$ cat src/design/uvs_pkg.sv
package uvs_pkg;

    localparam int ATAN_N = 24;
    localparam logic signed [31:0] GAIN_Q30 = 32'sd652032874;

    localparam logic [31:0] ATAN_TURNS [ATAN_N] = '{
        32'h20000000, 32'h12E4051E, 32'h09FB385B, 32'h051111D4,
        32'h028B0D43, 32'h0145D7E1, 32'h00A2F61E, 32'h00517C55,
        32'h0028BE53, 32'h00145F2F, 32'h000A2F98, 32'h000517CC,
        32'h00028BE6, 32'h000145F3, 32'h0000A2FA, 32'h0000517D,
        32'h000028BE, 32'h0000145F, 32'h00000A30, 32'h00000518,
        32'h0000028C, 32'h00000146, 32'h000000A3, 32'h00000051
    };

    typedef enum logic [1:0] {
        REG_STACK_COUNT = 2'd0,
        REG_SLICE_COUNT = 2'd1,
        REG_RADIUS      = 2'd2
    } t_reg;

    typedef struct packed {
        logic [7:0]  stk;
        logic [7:0]  slc;
        logic        ok;
        logic        qp;
        logic [7:0]  rem_p;
        logic [7:0]  rem_t;
        logic [32:0] q_p;
        logic [32:0] q_t;
    } t_div;

    typedef struct packed {
        logic [7:0]         stk;
        logic [7:0]         slc;
        logic               ok;
        logic               qp;
        logic [16:0]        tex_u;
        logic [16:0]        tex_v;
        logic [1:0]         quad_p;
        logic [1:0]         quad_t;
        logic signed [31:0] xp;
        logic signed [31:0] yp;
        logic signed [32:0] zp;
        logic signed [31:0] xt;
        logic signed [31:0] yt;
        logic signed [32:0] zt;
    } t_rot;

    typedef struct packed {
        logic signed [16:0] pos_x;
        logic signed [16:0] pos_y;
        logic signed [16:0] pos_z;
        logic signed [15:0] nrm_x;
        logic signed [15:0] nrm_y;
        logic signed [15:0] nrm_z;
        logic [16:0]        tex_u;
        logic [16:0]        tex_v;
        logic [15:0]        quad_first;
        logic [15:0]        quad_second;
        logic               quad_present;
        logic               in_range;
    } t_vtx;

endpackage

$ cat src/design/uvs_rot_cell.sv
module uvs_rot_cell
    import uvs_pkg::*;
#(
    parameter int STAGE = 0
) (
    input  logic i_clk,
    input  logic i_rst_n,
    input  logic i_valid,
    output logic o_ready,
    input  t_rot i_word,
    output logic o_valid,
    input  logic i_ready,
    output t_rot o_word
);

    localparam logic signed [32:0] ATAN = $signed({1'b0, ATAN_TURNS[STAGE]});

    logic r_valid;
    t_rot r_word;
    t_rot n_word;

    // one rotation step for the polar and the azimuth angle
    always_comb begin
        n_word = i_word;
        if (i_word.zp >= 0) begin
            n_word.xp = i_word.xp - (i_word.yp >>> STAGE);
            n_word.yp = i_word.yp + (i_word.xp >>> STAGE);
            n_word.zp = i_word.zp - ATAN;
        end else begin
            n_word.xp = i_word.xp + (i_word.yp >>> STAGE);
            n_word.yp = i_word.yp - (i_word.xp >>> STAGE);
            n_word.zp = i_word.zp + ATAN;
        end
        if (i_word.zt >= 0) begin
            n_word.xt = i_word.xt - (i_word.yt >>> STAGE);
            n_word.yt = i_word.yt + (i_word.xt >>> STAGE);
            n_word.zt = i_word.zt - ATAN;
        end else begin
            n_word.xt = i_word.xt + (i_word.yt >>> STAGE);
            n_word.yt = i_word.yt - (i_word.xt >>> STAGE);
            n_word.zt = i_word.zt + ATAN;
        end
    end

    assign o_ready = !r_valid || i_ready;

    always_ff @(posedge i_clk) begin
        if (!i_rst_n) begin
            r_valid <= 1'b0;
        end else if (o_ready) begin
            r_valid <= i_valid;
        end
    end

    always_ff @(posedge i_clk) begin
        if (o_ready && i_valid) begin
            r_word <= n_word;
        end
    end

    assign o_valid = r_valid;
    assign o_word  = r_word;

endmodule

$ cat config.mk
export PLATFORM = sky130hd
export DESIGN_NAME = uvs_rot_cell
export DESIGN_NICKNAME = d
export VERILOG_FILES = /design/src/design/uvs_pkg.sv /design/src/design/uvs_rot_cell.sv
export SDC_FILE = /design/constraint.sdc
export NUM_CORES = 1
export LEC_CHECK = 0
export BUFFER_PORTS_ARGS = -buffer_cell sky130_fd_sc_hd__buf_2
export CAP_MARGIN = 10
export CORE_AREA = 2 2 197 199
export DETAILED_ROUTE_END_ITERATION = 8
export DIE_AREA = 0 0 199 201
export PLACE_DENSITY = 0.73
export SETUP_SLACK_MARGIN = 0.02
export SLEW_MARGIN = 20
export SYNTH_ARGS = -nofsm -noshare
export SYNTH_HDL_FRONTEND = slang
export SYNTH_SLANG_ARGS = --single-unit
export TNS_END_PERCENT = 5
$ cat constraint.sdc
create_clock -name i_clk -period 17.55 [get_ports i_clk]
set_input_delay 3.51 -clock i_clk [delete_from_list [all_inputs] [get_ports i_clk]]
set_output_delay 3.51 -clock i_clk [all_outputs]
set_load 0.005 [all_outputs]
# Word-level counts from Yosys, hierarchy flattened
# Cells that the tools add are included.
# word_totals
out_inout_bits,252
input_bits,254
wordCells,32
reg_bits,251
# classes
muxes,2
n_addsub,10
n_reduce_logical,3
n_lt_le_gt_ge,2
# ops
op,count
two-way mux 97 bit,2
subtractor 32 bit,4
"adder 33 x 31 -> 33 bit, second input constant",2
">= comparator 33 x 1 -> 1 bit, second input constant",2
"subtractor 33 x 31 -> 33 bit, second input constant",2
adder 32 bit,2
logical AND 1 bit,1
logical NOT 1 bit,1
logical OR 1 bit,1

# Longest topological paths before layout
# depth
word_depth,3
mapped_depth,14
mapped_depth_nobuf,13

# Worst setup path after synthesis
# OpenSTA, ideal clock, no wires.
# synth_timing
path_kind,in2reg
start,input port i_ready
end,"register r_word, in the netlist o_word[0] (enable)"
cell_stages,2
t_required_ps,16909
arrival_ps,9305
setup_ps,641
n_path_buf,0
slack_ps,7605
cell_sequence,nand2b_1 > and2_1
# synth_between
elab_chain_cells,2
# synth_rtl
element,line,rtl
from (decl),uvs_rot_cell.sv:12,"input logic i_ready,"
logical OR 1 bit,uvs_rot_cell.sv:45,assign o_ready = !r_valid || i_ready;
logical AND 1 bit,uvs_rot_cell.sv:56,if (o_ready && i_valid) begin
to (signal assigned),uvs_rot_cell.sv:57,r_word <= n_word;
to (decl),uvs_rot_cell.sv:19,t_rot r_word;
# Every way passes these cells.
# A chain may end at the register's enable or synchronous reset.

# Worst setup path in the final report
# layout_timing
start,input port i_ready
end,output port o_ready
# layout_between
elab_chain_cells,1
# layout_rtl
element,line,rtl
logical OR 1 bit,uvs_rot_cell.sv:45,
to (decl),uvs_rot_cell.sv:9,"output logic o_ready,"
# Every way passes these cells.

==> summary.txt <==
LOGIC SYNTHESIS
------------------------------------------------------------------------------------------
Async set-or-reset flop fraction in the synthesized netlist .................            0
Cell taking the most area after synthesis ................................... sky130_fd_sc_hd__edfxtp_1
Post-synthesis sequential area ratio ........................................        0.409
Instance count of the mapped netlist ........................................         1896
Synth Warn # ................................................................            0
Most used flip-flop cell after synthesis .................................... sky130_fd_sc_hd__edfxtp_1
Avg Synthesized Cell Area ...................................................   9.64 sq um
Most instantiated library cell after synthesis .............................. sky130_fd_sc_hd__edfxtp_1
Yosys top cell area share ...................................................        0.408
Post-Syn Area ............................................................... 0.0183 sq mm
Number of flip-flops and latches in the synthesized netlist .................          249
Number of distinct library cells after synthesis ............................           78
Synthesized netlist net count ...............................................         2368
Post-synth top cells ........................................................ sky130_fd_sc_hd__edfxtp_1 (248), sky130_fd_sc_hd__a21oi_1 (225), sky130_fd_sc_hd__ha_1 (210), sky130_fd_sc_hd__inv_1 (196), sky130_fd_sc_hd__nor2_1 (167)
Number of enable flip-flop cells after synthesis ............................          248
Top cells by area, synth .................................................... sky130_fd_sc_hd__edfxtp_1 (41%), sky130_fd_sc_hd__ha_1 (14%), sky130_fd_sc_hd__a21oi_1 (6.2%)

DIE
------------------------------------------------------------------------------------------
Floorplan core area ......................................................... 0.0381 sq mm
Die footprint ............................................................... 0.0400 sq mm
Number of rows in the core area .............................................           72
Die X-Extent ................................................................  199 microns
Initial standard-cell utilization of the core ...............................        0.479
# IOs .......................................................................          506
Height of the die ...........................................................  201 microns

DRT
------------------------------------------------------------------------------------------
Iteration-0 DRC Markers .....................................................         1483
Average wire per cell in the routed design .................................. 21.3 microns
Via count ...................................................................        16.5k
Detailed Routing Iterations Pass 1 ..........................................            6
ANT nets after route ........................................................            0
DRC violations left .........................................................            0
Post-DR vias/cell ...........................................................         5.70
Drt total wl ................................................................ 61800 microns

TIMING
------------------------------------------------------------------------------------------
Number of pins exceeding their max-slew limit in the final report ...........            0
Shortest period the worst path allows .......................................      7450 ps
Transition time at the pin with the least slew margin .......................       952 ps
Peak clock frequency supported by timing ....................................    0.134 GHz
Endpoints failing hold ......................................................            0
TNS Setup ...................................................................         0 ps
Unrepaired setup endpoints after global routing .............................           no
Count of final setup violators ..............................................            0
Final Cycle Share ...........................................................        0.424
Worst-case headroom to the max-slew limit ...................................        0.365
Clock tree skew after final layout ..........................................      9.39 ps

WORST HOLD PATH
------------------------------------------------------------------------------------------
Worst Hold Class ............................................................ flip-flop to flip-flop
Hold Crit Depth .............................................................            2
Launch instance of the worst min-delay path ................................. o_valid$_SDFFE_PN0N_

CRITICAL PATH
------------------------------------------------------------------------------------------
CP Launch Point .............................................................      i_ready
Crit end category ........................................................... primary output
Startpoint type of the worst setup path ..................................... primary input
Depth of the most critical reg-to-reg path ..................................            4
Arrival time of data at the critical path endpoint ..........................      3940 ps
Largest fanout on the critical path .........................................            3
Kind of critical path ....................................................... primary input to primary output
WP data required ............................................................     14040 ps
Worst r2r src ............................................................... o_valid$_SDFFE_PN0N_

CLOCKING
------------------------------------------------------------------------------------------
Clk Latency, worst-skew pair ................................................       560 ps
Post_cts resized ............................................................            0
CTS Root Cell ............................................................... sky130_fd_sc_hd__clkbuf_16
Max Buffers Root-to-Sink ....................................................            3
Total number of clock tree sinks ............................................          249
Clock edge transition at the registers on the reported setup and hold paths .        60 ps
Count of buffers added by post-CTS timing repair for setup ..................            0
Clock tree from TritonCTS ...................................................        built
Number of clock buffers inserted by TritonCTS ...............................           28
Hold buffer count at CTS ....................................................            0
H-tree Lvls .................................................................            1

POWER
------------------------------------------------------------------------------------------
Max rail drop VDD ...........................................................    0.0809 mV
Total power .................................................................      1.87 mW
Power per standard cell area ................................................ 84.6 mW/mm^2
LEAKAGE .....................................................................      9.99 nW

PLACE
------------------------------------------------------------------------------------------
Quantity of I/O buffers inserted on ports ...................................          505
Final weighted congestion of routability-driven global placement ............        0.968
Detailed placer's ending HPWL ............................................... 48900 microns
Dpl cell area ............................................................... 0.0212 sq mm

RUN STATUS
------------------------------------------------------------------------------------------
Status ...................................................................... finished clean

GLOBAL ROUTE
------------------------------------------------------------------------------------------
Wire length of the first global-routing pass ................................ 91600 microns
Initial antenna violation count .............................................           18
Maximum number of pins on one net before global-route repair ................           80
Global-route total usage across every layer .................................        0.296
Via count of the first global-routing pass ..................................        15.9k
Final global-route overflow total ...........................................            0

CELLS AND AREA
------------------------------------------------------------------------------------------
Finished layout cell area ................................................... 0.0221 sq mm
Number of nets in the layout ................................................         2826
Syn-to-layout area delta ....................................................        20.8%
Ratio of cells with drive above 1 in the final layout .......................        0.243

FLOW RUN
------------------------------------------------------------------------------------------
Number of max-cap violations ................................................            0

cells in the final DEF, fill, tap and decap left out, types with 16 or more instances in the layout:
| master | count |
|---|---|
| sky130_fd_sc_hd__buf_2 | 505 |
| sky130_fd_sc_hd__edfxtp_1 | 248 |
| sky130_fd_sc_hd__a21oi_1 | 225 |
| sky130_fd_sc_hd__ha_1 | 210 |
| sky130_fd_sc_hd__inv_1 | 196 |
| sky130_fd_sc_hd__nor2_1 | 167 |
| sky130_fd_sc_hd__o21ai_0 | 115 |
| sky130_fd_sc_hd__xnor2_1 | 107 |
| sky130_fd_sc_hd__nand2_1 | 72 |
| sky130_fd_sc_hd__a21o_1 | 50 |
| sky130_fd_sc_hd__o21bai_1 | 39 |
| sky130_fd_sc_hd__nor3_1 | 33 |
| sky130_fd_sc_hd__nand3_1 | 28 |
| sky130_fd_sc_hd__mux2i_1 | 28 |
| sky130_fd_sc_hd__clkbuf_16 | 28 |
| sky130_fd_sc_hd__nand4_1 | 20 |
| sky130_fd_sc_hd__nor2b_1 | 17 |
| sky130_fd_sc_hd__xor2_1 | 16 |
| sky130_fd_sc_hd__a31oi_1 | 16 |
state kept, by name, summed over array words and instances (netlist names):
name and flops:
o_word 248, o_valid 1
area by class of cell:
class / count / area (sq um)
diodes: 9 / 22.5
clock buffers: 34 / 723
clock inverters: 15 / 161
repair buffers: 512 / 2580
fillers: 3394 / 16000
inverters: 203 / 762
flip-flops and latches: 249 / 7470
multi-input cells: 1360 / 9710
well taps: 518 / 648
worst paths after layout:
kind,slack [ps],to
setup / recovery,10100,o_ready
hold reg to reg,580,o_valid$_SDFFE_PN0N_
setup reg to reg,14450,o_word[0]$_DFFE_PP_
hold / removal,580,o_valid$_SDFFE_PN0N_
critical path, cell delays in order:
cell and delay, ps:
sky130_fd_sc_hd__buf_2 120, sky130_fd_sc_hd__nand2b_1 170, sky130_fd_sc_hd__buf_2 140
cell families (layout without fill, tap and decap cells):
logic type | Yosys count | count (layout) | share of synthesized area
compound gates | 588 | 588 | 0.201
xor+xnor | 123 | 123 | 0.0590
fa+ha+maj | 218 | 218 | 0.153
buf+inv | 287 | 764 | 0.0597
flops | 249 | 249 | 0.409
mux | 29 | 29 | 0.0160
other cells | 0 | 9 | 0
simple gates | 402 | 402 | 0.103
where the power goes:
part	internal [mW]	switching (mW)
clock	0.325	0.248
combinational	0.206	0.332
sequential	0.739	0.0181
total	1.27	0.598
metrics by stage:
| step | hold WS (ps) | worst slack [ps] | utilization | instances |
|---|---|---|---|---|
| after floorplan | 537 | 7600 | - | 1896 |
| after CTS | 571 | 10100 | 0.579 | 2891 |
| after global placement | 531 | 10120 | 0.556 | 2842 |
| final | 582 | 10100 | 0.579 | 2900 |
| after global routing | 617 | 10080 | 0.579 | 2896 |
| after detailed placement | 561 | 10110 | 0.556 | 2842 |
layer usage:
metal  share of wire  GRT usage  up-vias
met5          0.0017          0        -
li1                -          -     7695
met2            0.48      0.497      870
met1            0.39      0.372     7804
met3           0.087     0.0607      143
met4           0.040      0.122       16
Note: power is estimated with default switching activity, not from simulation.
