[src/design/uvs_pkg.sv]
package uvs_pkg;

    localparam int ATAN_N = 24;
    localparam logic signed [31:0] GAIN_Q30 = 32'sd652032874;

    localparam logic [31:0] ATAN_TURNS [ATAN_N] = '{
        32'h20000000, 32'h12E4051E, 32'h09FB385B, 32'h051111D4,
        32'h028B0D43, 32'h0145D7E1, 32'h00A2F61E, 32'h00517C55,
        32'h0028BE53, 32'h00145F2F, 32'h000A2F98, 32'h000517CC,
        32'h00028BE6, 32'h000145F3, 32'h0000A2FA, 32'h0000517D,
        32'h000028BE, 32'h0000145F, 32'h00000A30, 32'h00000518,
        32'h0000028C, 32'h00000146, 32'h000000A3, 32'h00000051
    };

    typedef enum logic [1:0] {
        REG_STACK_COUNT = 2'd0,
        REG_SLICE_COUNT = 2'd1,
        REG_RADIUS      = 2'd2
    } t_reg;

    typedef struct packed {
        logic [7:0]  stk;
        logic [7:0]  slc;
        logic        ok;
        logic        qp;
        logic [7:0]  rem_p;
        logic [7:0]  rem_t;
        logic [32:0] q_p;
        logic [32:0] q_t;
    } t_div;

    typedef struct packed {
        logic [7:0]         stk;
        logic [7:0]         slc;
        logic               ok;
        logic               qp;
        logic [16:0]        tex_u;
        logic [16:0]        tex_v;
        logic [1:0]         quad_p;
        logic [1:0]         quad_t;
        logic signed [31:0] xp;
        logic signed [31:0] yp;
        logic signed [32:0] zp;
        logic signed [31:0] xt;
        logic signed [31:0] yt;
        logic signed [32:0] zt;
    } t_rot;

    typedef struct packed {
        logic signed [16:0] pos_x;
        logic signed [16:0] pos_y;
        logic signed [16:0] pos_z;
        logic signed [15:0] nrm_x;
        logic signed [15:0] nrm_y;
        logic signed [15:0] nrm_z;
        logic [16:0]        tex_u;
        logic [16:0]        tex_v;
        logic [15:0]        quad_first;
        logic [15:0]        quad_second;
        logic               quad_present;
        logic               in_range;
    } t_vtx;

endpackage

[src/design/uvs_div_cell.sv]
module uvs_div_cell
    import uvs_pkg::*;
(
    input  logic       i_clk,
    input  logic       i_rst_n,
    input  logic [7:0] i_stack_count,
    input  logic [7:0] i_slice_count,
    input  logic       i_valid,
    output logic       o_ready,
    input  t_div       i_word,
    output logic       o_valid,
    input  logic       i_ready,
    output t_div       o_word
);

    logic       r_valid;
    t_div       r_word;
    t_div       n_word;
    logic [8:0] w_tp;
    logic [8:0] w_tt;
    logic       w_bp;
    logic       w_bt;

    // one quotient bit per cell for both divisions
    always_comb begin
        w_tp = {i_word.rem_p, 1'b0};
        w_tt = {i_word.rem_t, 1'b0};
        w_bp = w_tp >= {1'b0, i_stack_count};
        w_bt = w_tt >= {1'b0, i_slice_count};
        n_word = i_word;
        n_word.rem_p = w_bp ? 8'(w_tp - {1'b0, i_stack_count}) : w_tp[7:0];
        n_word.rem_t = w_bt ? 8'(w_tt - {1'b0, i_slice_count}) : w_tt[7:0];
        n_word.q_p = {i_word.q_p[31:0], w_bp};
        n_word.q_t = {i_word.q_t[31:0], w_bt};
    end

    assign o_ready = !r_valid || i_ready;

    always_ff @(posedge i_clk) begin
        if (!i_rst_n) begin
            r_valid <= 1'b0;
        end else if (o_ready) begin
            r_valid <= i_valid;
        end
    end

    always_ff @(posedge i_clk) begin
        if (o_ready && i_valid) begin
            r_word <= n_word;
        end
    end

    assign o_valid = r_valid;
    assign o_word  = r_word;

endmodule

[config.mk]
export PLATFORM = sky130hd
export DESIGN_NAME = uvs_div_cell
export DESIGN_NICKNAME = d
export VERILOG_FILES = /design/src/design/uvs_pkg.sv /design/src/design/uvs_div_cell.sv
export SDC_FILE = /design/constraint.sdc
export NUM_CORES = 1
export LEC_CHECK = 0
export BUFFER_PORTS_ARGS = -buffer_cell sky130_fd_sc_hd__buf_2
export CAP_MARGIN = 10
export CORE_MARGIN = 5
export CORE_UTILIZATION = 44
export DETAILED_ROUTE_END_ITERATION = 12
export HOLD_SLACK_MARGIN = 0.05
export MAX_ROUTING_LAYER = met4
export PLACE_DENSITY = 0.87
export SYNTH_ARGS = -nofsm -noshare
export SYNTH_HDL_FRONTEND = slang
export SYNTH_SLANG_ARGS = --single-unit
[constraint.sdc]
create_clock -name i_clk -period 4.4 [get_ports i_clk]
set_input_delay 0.22 -clock i_clk [delete_from_list [all_inputs] [get_ports i_clk]]
set_output_delay 0.22 -clock i_clk [all_outputs]
set_load 0.1 [all_outputs]
### Yosys cells after proc, flatten, opt, wreduce, memory -nomap -nowiden

Cells that the tools add are included.

| word-level totals | value |
|---|---|
| logic and storage cells | 20 |
| input bits | 120 |
| output and inout port bits | 102 |
| register bits after elaboration | 101 |

| operators by class | value |
|---|---|
| $add $sub $neg | 2 |
| reduce and logical (&&, ||, !) cells | 3 |
| multiplexer cells | 2 |
| order comparisons | 2 |

Operators with widths:

| kind | count |
|---|---|
| $ge 9x8->1 | 2 |
| $mux 8 | 2 |
| $sub 8x8->8 | 2 |
| $logic_and 1x1->1 | 1 |
| $logic_not 1->1 | 1 |
| $logic_or 1x1->1 | 1 |

### Longest topological paths before layout

| depth | value |
|---|---|
| word-level depth | 3 |
| mapped depth | 8 |

### Least setup slack after synthesis

Ideal clock, no wire load.

| timing path | value |
|---|---|
| path kind | register -> register |
| from | register r_valid, in the netlist o_valid |
| to | register r_word (netlist bit o_word[0]), enable pin |
| setup slack | -0.057 ns |
| required time | 3.931 ns |
| cell stages (with the launch flop) | 3 |
| library setup time | 0.469 ns |
| data arrival time | 3.988 ns |
| path through | dfxtp_1 -> nand2b_1 -> and2_1 |

| on the way | value |
|---|---|
| cells in the longest elaborated chain, start to end | 3 |

Ends and longest elaborated chain:

| what | RTL line | text |
|---|---|---|
| start: declaration | uvs_div_cell.sv:16 | `logic r_valid;` |
| start signal: assignment | uvs_div_cell.sv:43 | `r_valid <= i_valid;` |
| $logic_not 1->1 | uvs_div_cell.sv:37 | `assign o_ready = !r_valid \|\| i_ready;` |
| $logic_or 1x1->1 | uvs_div_cell.sv:37 |  |
| net o_ready | uvs_div_cell.sv:9 | `output logic o_ready,` |
| $logic_and 1x1->1 | uvs_div_cell.sv:48 | `if (o_ready && i_valid) begin` |
| end signal: assignment | uvs_div_cell.sv:49 | `r_word <= n_word;` |
| end: declaration | uvs_div_cell.sv:17 | `t_div r_word;` |

The timed path passes the listed nets, and every way through them passes these cells.
A chain may end at the register's enable or synchronous reset.

### Worst setup path in the final report

| timing path | value |
|---|---|
| from | register r_valid, in the netlist o_valid |
| to | register r_word (netlist bit o_word[23]), enable pin |

| on the way | value |
|---|---|
| cells in the longest elaborated chain, start to end | 3 |

Ends and longest elaborated chain:

| what | RTL line |
|---|---|
| $logic_not 1->1 | uvs_div_cell.sv:37 |
| $logic_or 1x1->1 | uvs_div_cell.sv:37 |
| $logic_and 1x1->1 | uvs_div_cell.sv:48 |

Every way passes these cells.

==> results summary <==
The run finished with clean final reports. The initial standard-cell utilization of the core came out at 45.49%. In this run, CTS created clock tree buffers numbering 9.

TritonCTS built the clock tree. The worst-case IR drop observed on VDD is 200.5 µV. The final core utilization came out at 71.20%.

The largest fanout on the critical path came out at 66. The library cell occupying the most area in the post-synthesis netlist is sky130_fd_sc_hd__edfxtp_1. For this run, design rule violations remaining after detail routing come to 0. The number of hold violations in the final report is 0. The initial antenna violation count came out at 1.

In this run, the combinational gates consume 31.6% of the power. The remaining global-route overflow came out at 0. The number of top-level pins came out at 222. For the pin with the worst max-slew slack, the measured transition is 868.3 ps.

The register share of total power is 46.1%. The largest individual stage delay along the critical path comes from the cell sky130_fd_sc_hd__and2_4. The post-synthesis mux area share is 3.327%.

During synthesis, Yosys emitted a total of 0 warnings. The arrival time of data at the critical path endpoint is 2060 ps. Post-CTS timing repair inserted 0 buffers for setup.

For this run, the register share of the synthesized area comes to 75.83%. The count of flip-flops with a built-in enable after synthesis came out at 100. In the synthesized netlist the async set-or-reset flop fraction comes to 0%. At the end of routability-driven placement, the weighted congestion stood at 0.7999.

The total length of routed wires is 12190 µm. Global routing used 22.37% of the available tracks. The number of iterations in the first detailed-routing pass came out at 4.

In this run the tool buffered the top-level ports with 219 buffer cells. The adder and majority cell fraction of the synthesized area is 6.026%. The detailed-route vias per instance is 4.848. Yosys mapped the design onto 41 distinct sky130hd cell types. The final number of max-transition violations came out at 0. The filler cells instantiated in the layout total 575. The required time reported for the critical path endpoint is 4420 ps. In the final routed layout, each cell accounts on average for 18.47 µm. The die is 105.2 µm tall. The clock-pin slew reported for the worst setup and hold paths after clock tree synthesis is 110 ps.

The area of the core came out at 8763 µm². The count of nets left with antenna violations once routing finished came out at 0. The post-route minimum period is 2046 ps.

The tree built by TritonCTS fans out to 101 sinks. The first global-routing pass estimated 18420 µm of wire. Setup violations remaining at the end of the flow were counted as 0.

The synthesized netlist devotes 6.246% of its cell area to compound gates. After synthesis, the largest family of logic cells by area is compound AO/OA/AOI/OAI gates. The number of hold buffers added after CTS was 82. The worst setup skew after layout is 14.92 ps. The stage delay of the slowest cell on the critical path is 700 ps. The final net count came out at 684.

The synthesized netlist net count is 371. The buffer depth of the longest clock path came out at 2. The number of cells upsized or downsized after cts is 0. The root buffer cell is sky130_fd_sc_hd__clkbuf_8. The area growth from synthesis to layout is 56.53%. The cell area after synthesis came out at 3986 µm². The number of global-route vias before repair is 3401. The routed via count came out at 3200.

The total power density per cell area came out at 402.7 nW/µm². The post-synthesis simple-gate area fraction came out at 4.991%. On the critical path the largest part of the delay comes from simple AND/OR/NAND/NOR gates. The fmax is 488.9 MHz. The tightest min-delay check is of the input port to flip-flop type. The number of max-capacitance violations reported is 0. The type of the worst setup path is flip-flop to flip-flop. The cell count after synthesis came out at 233.

Setup repair after global routing left no endpoint under its margin. The post-route cell area came out at 6240 µm². The internal power is 1.547 mW. The power dissipated by switching net loads is 0.9658 mW.

The critical path goes through nand2b_1 > and2_4 > buf_4. For this block, the initial DRC count from the detailed router was 114. The ratio of cells with drive above 1 in the final layout came out at 45.74%.

The width of the chip came out at 105.2 µm. The pin count of the biggest net entering global routing is 67. The worst setup path is captured at a flip-flop. In the synthesized netlist the dominant register cell turns out to be sky130_fd_sc_hd__edfxtp_1. The die footprint came out at 11060 µm². After synthesis, the cell types taking the most area are sky130_fd_sc_hd__edfxtp_1 75%, sky130_fd_sc_hd__ha_1 5.0%, sky130_fd_sc_hd__mux2_2 2.8%. The minimum setup slack among reg-to-reg paths is 2350 ps. The count of state elements after synthesis came out at 101. The worst-case headroom to the max-slew limit came out at 42.12%. The number of rows in the core area is 34. Averaged over all synthesized cells, the footprint is 17.11 µm². The insertion delay of the later-clocked pin in the worst-skew pair came out at 360 ps.

STA classifies the critical path startpoint as a flip-flop. After layout, the worst path uses 46.49% of the clock period. Counting both buffers and inverters, the worst setup path holds a total of 1. The sum of negative setup slack is 0 ps. The share of power burned in the clock network came out at 22.3%. Final hold analysis gives a worst-case slack of 97.87 ps. CTS built an H-tree with a depth of 3. The detailed placer's ending HPWL is 7871 µm. The fraction of power spent switching nets is 38.43%.

The placed cell area came out at 5228 µm². The xor/xnor cell area share of the yosys netlist is 1.318%. The leakage power figure is 2.781 nW. The portion of synthesized cell area occupied by the leading cell type came out at 75.33%.
registers in the layout, summed over array words and instances (netlist names):
register and flops:
o_valid 1, o_word 100
final timing paths:
| path | from | to | cells past startpoint |
|---|---|---|---|
| worst max-delay path | o_valid$_SDFFE_PN0N_ | o_word[23]$_DFFE_PP_ | 3 |
| worst min-delay path | i_rst_n | o_valid$_SDFFE_PN0N_ | 2 |
| worst max register to register | o_valid$_SDFFE_PN0N_ | o_word[23]$_DFFE_PP_ | 3 |
| worst min register to register | o_valid$_SDFFE_PN0N_ | o_valid$_SDFFE_PN0N_ | 2 |
final cells by class:
class                   count  area (µm²)  area share (%)
repair buffers            302        1924           30.84
well taps                 108       135.1           2.166
clock inverters             7       65.06           1.043
inverters                  24       90.09           1.444
flip-flops and latches    101        3023           48.45
diodes                      1       2.502         0.04010
multi-input cells         108       875.8           14.04
clock buffers               9       123.9           1.985
layout by cell type (no fill, tap or decap), drive strengths merged, types with 3 or more instances in the layout:
master         n
buf          220
edfxtp       100
dlygate4sd3   82
inv           28
ha            16
mux2          10
a21oi         10
clkbuf         9
nor2           9
o21ai          6
nand2          5
xnor2          5
nand2b         4
nor2b          4
o21a           3
and3           3
clkinv         3
routing by layer:
layer  track usage, %  routed length, µm  up-vias
met2            41.29               6719      147
met5                -                  0        -
li1                 -                  -     1513
met1            22.79               4322     1526
met4            6.667                230        0
met3            6.227                915       14
worst reg2reg max path: stages, from the launching register on:
cell                       delay, ps
sky130_fd_sc_hd__dfxtp_1         320
sky130_fd_sc_hd__nand2b_1        100
sky130_fd_sc_hd__and2_4          700
sky130_fd_sc_hd__buf_4           570
Yosys cell counts (2+ instances only):
library cell / count
sky130_fd_sc_hd__a311o_1: 2
sky130_fd_sc_hd__a21oi_1: 9
sky130_fd_sc_hd__nor2b_1: 4
sky130_fd_sc_hd__nor3_1: 2
sky130_fd_sc_hd__nor4_1: 2
sky130_fd_sc_hd__and2_1: 2
sky130_fd_sc_hd__o21a_1: 3
sky130_fd_sc_hd__nor2_1: 8
sky130_fd_sc_hd__o21ai_0: 6
sky130_fd_sc_hd__edfxtp_1: 100
sky130_fd_sc_hd__mux2i_1: 2
sky130_fd_sc_hd__inv_1: 24
sky130_fd_sc_hd__nand2b_1: 4
sky130_fd_sc_hd__nand3_1: 2
sky130_fd_sc_hd__mux2_2: 10
sky130_fd_sc_hd__ha_1: 16
sky130_fd_sc_hd__and3_1: 3
sky130_fd_sc_hd__nand2_1: 5
sky130_fd_sc_hd__xnor2_1: 5
sky130_fd_sc_hd__fa_1: 2
sky130_fd_sc_hd__a21o_1: 2
logic make-up after synthesis:
family / Yosys count
AO/OA/AOI/OAI: 35
multiplexers: 12
AND/OR/NAND/NOR: 37
buffers and inverters: 24
adder cells (fa/ha/maj): 18
flip-flops: 101
XOR/XNOR: 6
power by group through the flow:
stage / clock, mW / combinational (mW) / sequential (mW)
floorplan: 0 / 0.128 / 1.63
global placement: 0 / 0.722 / 1.17
detailed placement: 0 / 0.730 / 1.18
CTS: 0.571 / 0.791 / 1.16
global route: 0.613 / 0.826 / 1.16
finish: 0.560 / 0.795 / 1.16
per-stage QoR:
| step | worst slack (ps) | std cells | total power [mW] |
|---|---|---|---|
| 2_1_floorplan | 1002 | 233 | 1.763 |
| 3_3_place_gp | 2210 | 561 | 1.896 |
| 3_5_place_dp | 2176 | 561 | 1.907 |
| 4_1_cts | 2340 | 659 | 2.518 |
| 5_1_grt | 2235 | 660 | 2.603 |
| 6_report | 2354 | 660 | 2.513 |
Note: power is estimated with default switching activity, not from simulation.
